==> src/fbes_pkg.sv <==
// Shared types, constants and helpers of the free bitmap extent summary unit.
`default_nettype none

package fbes_pkg;

  // Table size and counter width
  localparam int MAX_ENTRIES = 8;
  localparam int COUNT_BITS  = 24;

  // Derived widths
  localparam int CNT_W     = $clog2(MAX_ENTRIES + 1);
  localparam int IDX_W     = (MAX_ENTRIES > 1) ? $clog2(MAX_ENTRIES) : 1;
  localparam int BLK_W     = 32;
  localparam int MINLEN_W  = 24;
  localparam int OUT_CNT_W = 4;
  localparam int CFG_W     = 32;

  // Item operation codes
  localparam logic OP_SCAN  = 1'b0;
  localparam logic OP_CHECK = 1'b1;

  // Result kinds
  typedef enum logic [1:0] {
    KIND_EXTENT = 2'd0,
    KIND_DONE   = 2'd1,
    KIND_CHECK  = 2'd2
  } kind_e;

  // Configuration register indexes
  typedef enum logic [1:0] {
    CFG_FIRST_DATA_BLOCK    = 2'd0,
    CFG_MIN_RUN_LENGTH      = 2'd1,
    CFG_CONTINUE_AFTER_FULL = 2'd2,
    CFG_SCAN_INHIBIT        = 2'd3
  } cfg_idx_e;

  // Top-level sequencer states
  typedef enum logic [2:0] {
    ST_IDLE  = 3'b001,
    ST_DONE  = 3'b010,
    ST_CHECK = 3'b100
  } state_e;

  // One summary table entry
  typedef struct packed {
    logic [BLK_W-1:0]      start;
    logic [COUNT_BITS-1:0] len;
  } entry_t;

  // Outcome of the scan item being accepted this cycle
  typedef struct packed {
    logic                  rec;
    logic [BLK_W-1:0]      start;
    logic [COUNT_BITS-1:0] len;
    logic [CNT_W-1:0]      used;
    logic [COUNT_BITS-1:0] stored_free;
    logic                  free_valid;
  } scan_upd_t;

  // Saturating counter increment
  function automatic logic [COUNT_BITS-1:0] sat_inc(input logic [COUNT_BITS-1:0] v);
    return (&v) ? v : v + COUNT_BITS'(1);
  endfunction

endpackage

`default_nettype wire

==> src/fbes_ram.sv <==
// Generic simple dual-port RAM with registered read data.
`default_nettype none

module fbes_ram #(
  parameter int WIDTH = 8,
  parameter int DEPTH = 8
) (
  input  wire logic                                          clk_i,
  input  wire logic                                          we_i,
  input  wire logic [((DEPTH > 1) ? $clog2(DEPTH) : 1)-1:0] waddr_i,
  input  wire logic [WIDTH-1:0]                              wdata_i,
  input  wire logic [((DEPTH > 1) ? $clog2(DEPTH) : 1)-1:0] raddr_i,
  output logic      [WIDTH-1:0]                              rdata_o
);

  logic [WIDTH-1:0] mem_q [DEPTH];
  logic [WIDTH-1:0] rdata_q;

  // Write port
  always_ff @(posedge clk_i) begin
    if (we_i) begin
      mem_q[waddr_i] <= wdata_i;
    end
  end

  // Registered read port
  always_ff @(posedge clk_i) begin
    rdata_q <= mem_q[raddr_i];
  end

  assign rdata_o = rdata_q;

endmodule

`default_nettype wire

==> src/fbes_scan.sv <==
// Scan counters, run detection and table fill control.
`default_nettype none

module fbes_scan (
  input  wire logic                                clk_i,
  input  wire logic                                rst_ni,
  input  wire logic                                scan_go_i,
  input  wire logic                                map_bit_i,
  input  wire logic                                last_bit_i,
  input  wire logic [fbes_pkg::BLK_W-1:0]          first_data_block_i,
  input  wire logic [fbes_pkg::MINLEN_W-1:0]       min_run_length_i,
  input  wire logic                                continue_after_full_i,
  input  wire logic                                invalidate_i,
  output fbes_pkg::scan_upd_t                      upd_o,
  output logic                                     wr_en_o,
  output logic      [fbes_pkg::IDX_W-1:0]          wr_addr_o,
  output logic      [fbes_pkg::CNT_W-1:0]          used_o,
  output logic      [fbes_pkg::CNT_W-1:0]          live_o,
  output logic      [fbes_pkg::COUNT_BITS-1:0]     stored_o
);

  import fbes_pkg::*;

  logic [CNT_W-1:0]      used_q, used_d, used_b;
  logic [CNT_W-1:0]      live_q, live_d, live_b;
  logic [COUNT_BITS-1:0] pos_q, pos_d, pos_b;
  logic [COUNT_BITS-1:0] run_q, run_d, run_b, run_inc;
  logic [COUNT_BITS-1:0] free_q, free_d, free_b;
  logic [COUNT_BITS-1:0] stored_q, stored_d;
  logic                  stop_q, stop_d, stop_b;
  logic                  active_q, active_d;
  logic [MINLEN_W-1:0]   minlen;
  logic [COUNT_BITS:0]   endpos;
  logic                  rec;
  logic                  free_valid;

  // Scan update for the bit being accepted
  always_comb begin
    // a new scan starts from cleared counters
    used_b = active_q ? used_q : '0;
    live_b = active_q ? live_q : '0;
    pos_b  = active_q ? pos_q  : '0;
    run_b  = active_q ? run_q  : '0;
    free_b = active_q ? free_q : '0;
    stop_b = active_q ? stop_q : 1'b0;

    minlen  = (min_run_length_i == '0) ? MINLEN_W'(1) : min_run_length_i;
    endpos  = {1'b0, pos_b} + (COUNT_BITS + 1)'(map_bit_i);
    run_inc = map_bit_i ? sat_inc(run_b) : run_b;

    used_d = used_b;
    pos_d  = pos_b;
    run_d  = run_b;
    free_d = free_b;
    stop_d = stop_b;
    rec    = 1'b0;

    if (!stop_b) begin
      run_d = run_inc;
      if (map_bit_i) begin
        free_d = sat_inc(free_b);
      end
      // run ends at a clear bit or at the end of the group
      if ((!map_bit_i || last_bit_i) && (run_inc != '0)) begin
        if ((32'(run_inc) >= 32'(minlen)) && (used_b < CNT_W'(MAX_ENTRIES))) begin
          rec    = 1'b1;
          used_d = used_b + CNT_W'(1);
          if (!continue_after_full_i && (used_d == CNT_W'(MAX_ENTRIES))) begin
            stop_d = 1'b1;
          end
        end
        run_d = '0;
      end
      pos_d = sat_inc(pos_b);
    end

    free_valid = last_bit_i && !stop_d && continue_after_full_i;
    stored_d   = free_valid ? free_d : stored_q;
    active_d   = !last_bit_i;

    // a found overlap kills every live entry
    live_d = scan_go_i ? live_b : live_q;
    if (invalidate_i) begin
      live_d = CNT_W'(MAX_ENTRIES);
    end
  end

  // Scan state
  always_ff @(posedge clk_i or negedge rst_ni) begin
    if (!rst_ni) begin
      used_q   <= '0;
      live_q   <= '0;
      pos_q    <= '0;
      run_q    <= '0;
      free_q   <= '0;
      stored_q <= '0;
      stop_q   <= 1'b0;
      active_q <= 1'b0;
    end else begin
      live_q <= live_d;
      if (scan_go_i) begin
        used_q   <= used_d;
        pos_q    <= pos_d;
        run_q    <= run_d;
        free_q   <= free_d;
        stored_q <= stored_d;
        stop_q   <= stop_d;
        active_q <= active_d;
      end
    end
  end

  assign upd_o.rec         = rec;
  assign upd_o.start       = BLK_W'({1'b0, first_data_block_i} + 33'(endpos) - 33'(run_inc));
  assign upd_o.len         = run_inc;
  assign upd_o.used        = used_d;
  assign upd_o.stored_free = stored_d;
  assign upd_o.free_valid  = free_valid;

  assign wr_en_o   = scan_go_i && rec;
  assign wr_addr_o = used_b[IDX_W-1:0];
  assign used_o    = used_q;
  assign live_o    = live_q;
  assign stored_o  = stored_q;

`ifndef NO_ASSERTIONS
  a_used_bound: assert property (@(posedge clk_i) disable iff (!rst_ni)
    used_q <= CNT_W'(MAX_ENTRIES))
    else $error("entry count beyond table size");

  a_stop_full: assert property (@(posedge clk_i) disable iff (!rst_ni)
    stop_q |-> (used_q == CNT_W'(MAX_ENTRIES)))
    else $error("scan stopped with table not full");
`endif

endmodule

`default_nettype wire

==> src/fbes_check.sv <==
// Overlap check walker: steps through live table entries and compares extents.
`default_nettype none

module fbes_check (
  input  wire logic                             clk_i,
  input  wire logic                             rst_ni,
  input  wire logic                             load_i,
  input  wire logic                             step_i,
  input  wire logic [fbes_pkg::BLK_W-1:0]       alloc_start_i,
  input  wire logic [fbes_pkg::COUNT_BITS-1:0]  alloc_length_i,
  input  wire logic [fbes_pkg::CNT_W-1:0]       live_i,
  input  wire logic [fbes_pkg::CNT_W-1:0]       used_i,
  input  wire fbes_pkg::entry_t                 rd_data_i,
  output logic      [fbes_pkg::IDX_W-1:0]       rd_addr_o,
  output logic                                  any_o,
  output logic                                  more_o,
  output logic                                  hit_o
);

  import fbes_pkg::*;

  logic [CNT_W-1:0]      ptr_q, ptr_d, nxt;
  logic [BLK_W-1:0]      a_start_q;
  logic [COUNT_BITS-1:0] a_len_q;
  logic [BLK_W:0]        e_end, a_end;

  // Entry pointer: next read follows the one in flight
  assign nxt       = ptr_q + CNT_W'(1);
  assign rd_addr_o = load_i ? live_i[IDX_W-1:0] : nxt[IDX_W-1:0];
  assign any_o     = live_i < used_i;
  assign more_o    = nxt < used_i;

  always_comb begin
    ptr_d = ptr_q;
    if (load_i) begin
      ptr_d = live_i;
    end else if (step_i) begin
      ptr_d = nxt;
    end
  end

  always_ff @(posedge clk_i or negedge rst_ni) begin
    if (!rst_ni) begin
      ptr_q <= '0;
    end else begin
      ptr_q <= ptr_d;
    end
  end

  // Extent under test
  always_ff @(posedge clk_i) begin
    if (load_i) begin
      a_start_q <= alloc_start_i;
      a_len_q   <= alloc_length_i;
    end
  end

  // Overlap compare against the entry read last cycle
  assign e_end = {1'b0, rd_data_i.start} + (BLK_W + 1)'(rd_data_i.len);
  assign a_end = {1'b0, a_start_q} + (BLK_W + 1)'(a_len_q);
  assign hit_o = ((rd_data_i.start <= a_start_q) && (e_end > {1'b0, a_start_q})) ||
                 ((a_start_q <= rd_data_i.start) && (a_end > {1'b0, rd_data_i.start}));

endmodule

`default_nettype wire

==> src/free_bitmap_extent_summary_unit.sv <==
// Top level of the free bitmap extent summary unit.
// A scan item (one bitmap bit) is taken every cycle while busy is low; its
// results show up the cycle after acceptance. A bit that closes a recorded
// run and is also the last bit of the group yields an extent record and then
// a scan done record, so it holds busy until the scan done record is out. A
// check item with no live table entry reports no overlap without a walk; otherwise
// live entries are compared one at a time, as they come through the read port of the
// summary table RAM; the walk stops at the first overlap. Each result is on
// the result ports for a single cycle, marked by result_valid_o, and must be
// taken then. Configuration writes are always ready and belong to idle times.
`default_nettype none

module free_bitmap_extent_summary_unit (
  input  wire logic                             clk_i,
  input  wire logic                             rst_ni,
  // item command
  input  wire logic                             start,
  output logic                                  busy,
  input  wire logic                             operation_i,
  input  wire logic                             map_bit_i,
  input  wire logic                             last_bit_i,
  input  wire logic [fbes_pkg::BLK_W-1:0]       alloc_start_i,
  input  wire logic [fbes_pkg::COUNT_BITS-1:0]  alloc_length_i,
  // results
  output logic                                  result_valid_o,
  output logic      [1:0]                       kind_o,
  output logic      [fbes_pkg::BLK_W-1:0]       extent_start_o,
  output logic      [fbes_pkg::COUNT_BITS-1:0]  extent_length_o,
  output logic      [fbes_pkg::OUT_CNT_W-1:0]   entry_count_o,
  output logic      [fbes_pkg::COUNT_BITS-1:0]  free_total_o,
  output logic                                  free_total_valid_o,
  output logic                                  overlap_found_o,
  output logic                                  last_o,
  // configuration writes
  input  wire logic                             cfg_valid_i,
  output logic                                  cfg_ready_o,
  input  wire fbes_pkg::cfg_idx_e               cfg_index_i,
  input  wire logic [fbes_pkg::CFG_W-1:0]       cfg_data_i
);

  import fbes_pkg::*;

  state_e                state_q, state_d;
  logic [BLK_W-1:0]      first_block_q;
  logic [MINLEN_W-1:0]   min_run_q;
  logic                  caf_q;
  logic                  inhibit_q;

  logic                  accept, scan_go, check_go;
  scan_upd_t             upd;
  logic                  wr_en;
  logic [IDX_W-1:0]      wr_addr, rd_addr;
  entry_t                wr_entry, rd_entry;
  logic [CNT_W-1:0]      used, live;
  logic [COUNT_BITS-1:0] stored;
  logic                  chk_any, chk_more, chk_hit;
  logic                  invalidate, step;

  logic                  pend_fval_q, pend_fval_d;
  logic                  out_v_q, out_v_d;
  kind_e                 kind_q, kind_d;
  logic [BLK_W-1:0]      estart_q, estart_d;
  logic [COUNT_BITS-1:0] elen_q, elen_d;
  logic [OUT_CNT_W-1:0]  cnt_q, cnt_d;
  logic [COUNT_BITS-1:0] ftot_q, ftot_d;
  logic                  fval_q, fval_d;
  logic                  ovl_q, ovl_d;
  logic                  last_q, last_d;

  // Handshake
  assign busy        = (state_q != ST_IDLE);
  assign accept      = start && !busy;
  assign scan_go     = accept && (operation_i == OP_SCAN) && !inhibit_q;
  assign check_go    = accept && (operation_i == OP_CHECK);
  assign cfg_ready_o = 1'b1;

  // Configuration registers
  always_ff @(posedge clk_i or negedge rst_ni) begin
    if (!rst_ni) begin
      first_block_q <= '0;
      min_run_q     <= MINLEN_W'(1);
      caf_q         <= 1'b0;
      inhibit_q     <= 1'b0;
    end else if (cfg_valid_i && cfg_ready_o) begin
      unique case (cfg_index_i)
        CFG_FIRST_DATA_BLOCK:    first_block_q <= cfg_data_i[BLK_W-1:0];
        CFG_MIN_RUN_LENGTH:      min_run_q     <= cfg_data_i[MINLEN_W-1:0];
        CFG_CONTINUE_AFTER_FULL: caf_q         <= cfg_data_i[0];
        CFG_SCAN_INHIBIT:        inhibit_q     <= cfg_data_i[0];
        default:                 ;
      endcase
    end
  end

  fbes_scan u_scan (
    .clk_i                 (clk_i),
    .rst_ni                (rst_ni),
    .scan_go_i             (scan_go),
    .map_bit_i             (map_bit_i),
    .last_bit_i            (last_bit_i),
    .first_data_block_i    (first_block_q),
    .min_run_length_i      (min_run_q),
    .continue_after_full_i (caf_q),
    .invalidate_i          (invalidate),
    .upd_o                 (upd),
    .wr_en_o               (wr_en),
    .wr_addr_o             (wr_addr),
    .used_o                (used),
    .live_o                (live),
    .stored_o              (stored)
  );

  assign wr_entry.start = upd.start;
  assign wr_entry.len   = upd.len;

  // Summary table
  fbes_ram #(
    .WIDTH ($bits(entry_t)),
    .DEPTH (MAX_ENTRIES)
  ) u_table (
    .clk_i   (clk_i),
    .we_i    (wr_en),
    .waddr_i (wr_addr),
    .wdata_i (wr_entry),
    .raddr_i (rd_addr),
    .rdata_o (rd_entry)
  );

  fbes_check u_check (
    .clk_i          (clk_i),
    .rst_ni         (rst_ni),
    .load_i         (check_go),
    .step_i         (step),
    .alloc_start_i  (alloc_start_i),
    .alloc_length_i (alloc_length_i),
    .live_i         (live),
    .used_i         (used),
    .rd_data_i      (rd_entry),
    .rd_addr_o      (rd_addr),
    .any_o          (chk_any),
    .more_o         (chk_more),
    .hit_o          (chk_hit)
  );

  // Sequencer and result selection
  always_comb begin
    state_d     = state_q;
    pend_fval_d = pend_fval_q;
    out_v_d     = 1'b0;
    kind_d      = KIND_EXTENT;
    estart_d    = '0;
    elen_d      = '0;
    cnt_d       = OUT_CNT_W'(used);
    ftot_d      = stored;
    fval_d      = 1'b0;
    ovl_d       = 1'b0;
    last_d      = 1'b1;
    invalidate  = 1'b0;
    step        = 1'b0;

    unique case (state_q)
      ST_IDLE: begin
        if (scan_go) begin
          cnt_d = OUT_CNT_W'(upd.used);
          if (upd.rec) begin
            out_v_d  = 1'b1;
            kind_d   = KIND_EXTENT;
            estart_d = upd.start;
            elen_d   = upd.len;
            ftot_d   = '0;
            last_d   = !last_bit_i;
            if (last_bit_i) begin
              // scan done follows the record
              state_d     = ST_DONE;
              pend_fval_d = upd.free_valid;
            end
          end else if (last_bit_i) begin
            out_v_d = 1'b1;
            kind_d  = KIND_DONE;
            ftot_d  = upd.stored_free;
            fval_d  = upd.free_valid;
          end
        end else if (check_go) begin
          if (chk_any) begin
            state_d = ST_CHECK;
          end else begin
            out_v_d = 1'b1;
            kind_d  = KIND_CHECK;
          end
        end
      end
      ST_DONE: begin
        out_v_d = 1'b1;
        kind_d  = KIND_DONE;
        fval_d  = pend_fval_q;
        state_d = ST_IDLE;
      end
      ST_CHECK: begin
        if (chk_hit) begin
          invalidate = 1'b1;
          out_v_d    = 1'b1;
          kind_d     = KIND_CHECK;
          ovl_d      = 1'b1;
          state_d    = ST_IDLE;
        end else if (chk_more) begin
          step = 1'b1;
        end else begin
          out_v_d = 1'b1;
          kind_d  = KIND_CHECK;
          state_d = ST_IDLE;
        end
      end
      default: state_d = ST_IDLE;
    endcase
  end

  // Control state
  always_ff @(posedge clk_i or negedge rst_ni) begin
    if (!rst_ni) begin
      state_q     <= ST_IDLE;
      out_v_q     <= 1'b0;
      pend_fval_q <= 1'b0;
    end else begin
      state_q     <= state_d;
      out_v_q     <= out_v_d;
      pend_fval_q <= pend_fval_d;
    end
  end

  // Result payload
  always_ff @(posedge clk_i) begin
    kind_q   <= kind_d;
    estart_q <= estart_d;
    elen_q   <= elen_d;
    cnt_q    <= cnt_d;
    ftot_q   <= ftot_d;
    fval_q   <= fval_d;
    ovl_q    <= ovl_d;
    last_q   <= last_d;
  end

  assign result_valid_o     = out_v_q;
  assign kind_o             = kind_q;
  assign extent_start_o     = estart_q;
  assign extent_length_o    = elen_q;
  assign entry_count_o      = cnt_q;
  assign free_total_o       = ftot_q;
  assign free_total_valid_o = fval_q;
  assign overlap_found_o    = ovl_q;
  assign last_o             = last_q;

`ifndef NO_ASSERTIONS
  a_done_emits: assert property (@(posedge clk_i) disable iff (!rst_ni)
    (state_q == ST_DONE) |=> (result_valid_o && (kind_o == KIND_DONE) && last_o))
    else $error("pending scan done not emitted");

  a_record_then_done: assert property (@(posedge clk_i) disable iff (!rst_ni)
    (result_valid_o && (kind_o == KIND_EXTENT) && !last_o) |=>
      (result_valid_o && (kind_o == KIND_DONE)))
    else $error("extent record without following scan done");

  a_overlap_from_walk: assert property (@(posedge clk_i) disable iff (!rst_ni)
    (result_valid_o && overlap_found_o) |-> $past(state_q == ST_CHECK))
    else $error("overlap reported outside entry walk");
`endif

endmodule

`default_nettype wire
==> config.mk <==
export PLATFORM = sky130hd
export DESIGN_NAME = free_bitmap_extent_summary_unit
export DESIGN_NICKNAME = d
export VERILOG_FILES = /design/src/fbes_pkg.sv /design/src/fbes_ram.sv /design/src/fbes_scan.sv /design/src/fbes_check.sv /design/src/free_bitmap_extent_summary_unit.sv
export SDC_FILE = /design/constraint.sdc
export NUM_CORES = 1
export LEC_CHECK = 0
export BUFFER_PORTS_ARGS = -buffer_cell sky130_fd_sc_hd__buf_2
export CAP_MARGIN = 40
export CORE_ASPECT_RATIO = 1.1
export CORE_MARGIN = 5
export CORE_UTILIZATION = 30
export DETAILED_ROUTE_END_ITERATION = 8
export GPL_TIMING_DRIVEN = 0
export PLACE_DENSITY = 0.42
export SYNTH_ARGS = -nofsm -noshare
export SYNTH_HDL_FRONTEND = slang
export SYNTH_SLANG_ARGS = --single-unit
==> constraint.sdc <==
create_clock -name clk_i -period 26.9 [get_ports clk_i]
set_input_delay 5.38 -clock clk_i [delete_from_list [all_inputs] [get_ports clk_i]]
set_output_delay 5.38 -clock clk_i [all_outputs]
set_load 0.01 [all_outputs]
==> metrics <==
Multi-input gate area 16530 sq um; Ports 189; H-tree depth 3; predominant post-synthesis flop cell edfxtp_1; Die Y between 300 and 400 um; clk slew on worst S/H paths roughly 0.06 ns; dpl cells 5554; effective utilization at floorplan 30.22%; Mapped Nets 3816; fin crit share 42.91%; clk_lat worst skew roughly 0.71 ns; CTS root buf clkbuf_16; first-pass GRT wire length 192200 um; CP peak stage delay 0.74 ns; slew margin rel. 37.99%; Unique masters post-synth 84; Hold Vio Cnt, Final 0; Final Skew around 0.027 ns; # setup viols final 0; layout cells sized above 1 17.54%; CP max-delay cell xnor2_1; max cap viols 0; clk sink count 819; worst vdd ir 51.63 uV; DR WL/cell 22.94 um; Detailed Route WL 131800 um; hold buffer count at cts 0; most frequent cells in the layout edfxtp_1, nand2_1, a21oi_1; post-DR vias/cell approximately 5; vias in the first global route 28890; Finished Layout Cells 5746; Worst path top cell family by delay simple AND/OR/NAND/NOR gates; CP cell instances buf_2 > clkbuf_1 > nand3_1 > or3_1 > xnor2_1 > inv_1 > ha_1 > nand4_1 > or4_1 > nor3_1 > a211oi_1 > buf_2 > a221oi_2 > nand4_1 > nor4_2 > buf_4 > buf_4 > buf_4 > buf_4; Layout area overhead 19.15%; EDFF count, synth around 500; input/output buffers 186; ys async rst share between 20% and 30%; Worst Path Buf+Inv 8; Final min period 11.54 ns; via count of the routed design 28270; Die X around 360 um; warning count from the yosys run 0; Worst Tran Pin Value 0.9270 ns; grt total ovfl 0; Syn Inst Count about 3500; post-CTS setup buffer count 0; Rows 140; status finished clean; RSZ-0062 raised after global routing no; total CTS buffers 97; TNS Setup 0 ns; Seq cells post-synth 819; Crit Path Max Fanout 10; pin count of the biggest net entering global routing roughly 100; Core Region 132400 sq um; register area ~22000 sq um; Crit Path Category input port to register; Hold WC Path Type register to register; WP data arrival 11.95 ns; Slew Limit Fails 0; Max clock buf depth 3; hold slack final 0.4730 ns; total track usage between 15 and 20%; commonest non-fill, non-tap cell in the layout edfxtp_1; Synth Cell Area 40020 sq um; CP most frequent cell buf_4; leakage between 15 and 20 nW; fmax approximately 87 MHz; power density cells 102.9 nW/um^2; DP Wirelength 99540 um; Critical Path End Type register; First-pass DRT Iterations 7; DRC 0; CP Launch Type input port; Die Area around 140000 sq um; Fill cells 13280; NumNets Final ~4200; CTS tree yes; Worst Path Required 27.30 ns; initial antenna violation count 14; cts repair resizes 0; Avg Cell Area, Syn 11.49 sq um; ANT nets after route 0; DRT iter0 DRCs 1762; Seq/Total Area, Yosys 55.71%; GPL Wtd Cong 0.8519
==> metrics by stage <==
step | power, W | worst slack, ns | util, % | instance area (sq um)
final | 0.004906 | 15.36 | 36.01 | 47690
after global routing | 0.005202 | 14.92 | 36.00 | 47680
after CTS | 0.004968 | 15.24 | 35.97 | 47640
after detailed placement | 0.003578 | 14.55 | 33.44 | 44280
after global placement | 0.003499 | 3.563 | 32.60 | 43170
after floorplan | 0.002770 | 12.38 | - | 40020
==> routing by layer <==
metal  part of all wire, %  track usage, %  vias to the layer above
li1                      -               -                    13480
met1                    44           23.86                    13950
met2                    49           31.90                      640
met3                   4.4           2.772                      190
met4                   2.9           5.781                        8
met5                 0.046               0                        -
==> final timing paths <==
| check | startpoint | endpoint | slack (ns) | cells after the start |
|---|---|---|---|---|
| hold reg to reg | u_scan.stored_o[17] | u_scan.stored_o[17] | 0.47 | 2 |
| max in group asynchronous | rst_ni | min_run_q[11] | 21.24 | 2 |
| hold / removal | u_scan.stored_o[17] | u_scan.stored_o[17] | 0.47 | 2 |
| setup reg to reg | u_scan.active_q | u_table.mem_q[4][34] | 18.20 | 21 |
| min in group asynchronous | rst_ni | u_scan.stored_o[9] | 4.64 | 1 |
| setup / recovery | map_bit_i | u_table.mem_q[4][34] | 15.36 | 19 |
==> logic make-up after synthesis <==
kind of cell / share of synthesized area, %
muxes: 6.694
and+or+nand+nor: 11.76
buffers and inverters: 3.114
AOI/OAI and AO/OA: 11.55
other: 0.009370
xor gates and xnor gates: 3.283
adders and majority gates: 7.885
DFF: 55.71
==> power breakdown <==
part	internal (W)	total, W	switching [W]
Combinational	0.000688	0.00191	0.00123
Sequential	0.00155	0.00163	0.0000764
Clock	0.000815	0.00137	0.000551
Total	0.00305	0.00491	0.00185
==> state kept, by name, summed over array words and instances, names as in the netlist, 2 cells and up <==
name and flops:
u_check.ptr_q 4, u_table.mem_q 448, extent_start_o 32, entry_count_o 4, u_table.rdata_o 56, kind_o 2
u_scan.run_q 24, free_total_o 24, first_block_q 32, u_check.a_start_q 32, u_check.a_len_q 24, u_scan.used_o 4
min_run_q 24, u_scan.free_q 24, state_q 3, u_scan.stored_o 24, extent_length_o 24, u_scan.pos_q 24
==> cell usage after synthesis, types with 27 or more instances <==
library cell    n  area, sq um
nand2_1       383         1438
fa_1           27        540.5
and2_1        116        725.7
a21o_1         64        480.5
nor2_1        177        664.4
inv_1         161        604.3
xor2_1         56        490.5
o21ai_0       163        815.8
nor3_1         39        195.2
dfrtp_1       168         4204
edfxtp_1      504        15130
ha_1          209         2615
o31ai_1        34        255.2
nand4_1        50        312.8
xnor2_1        94        823.3
dfxtp_1       145         2903
clkbuf_1      123        461.7
a21oi_1       287         1436
o221ai_1       62        543.0
and3_1         30        187.7
mux2i_1        70        700.7
nand3_1        78        390.4
mux2_2        173         1948
==> layout make-up <==
class,count,share of cell area (%)
diodes,3,0.01574
clock inverters,40,0.7268
repair buffers,301,4.248
inverters,162,1.275
plain buffers,153,1.346
flip-flops and latches,819,46.75
well taps,1775,4.657
clock buffers,144,6.316
multi-input cells,2349,34.66
==> tightest hold or removal path, stage by stage, from the launching register on <==
cell     delay [ns]
dfrtp_1        0.34
nand2_1        0.05
nand2_1        0.05
Power figures use the tool's default switching activity.
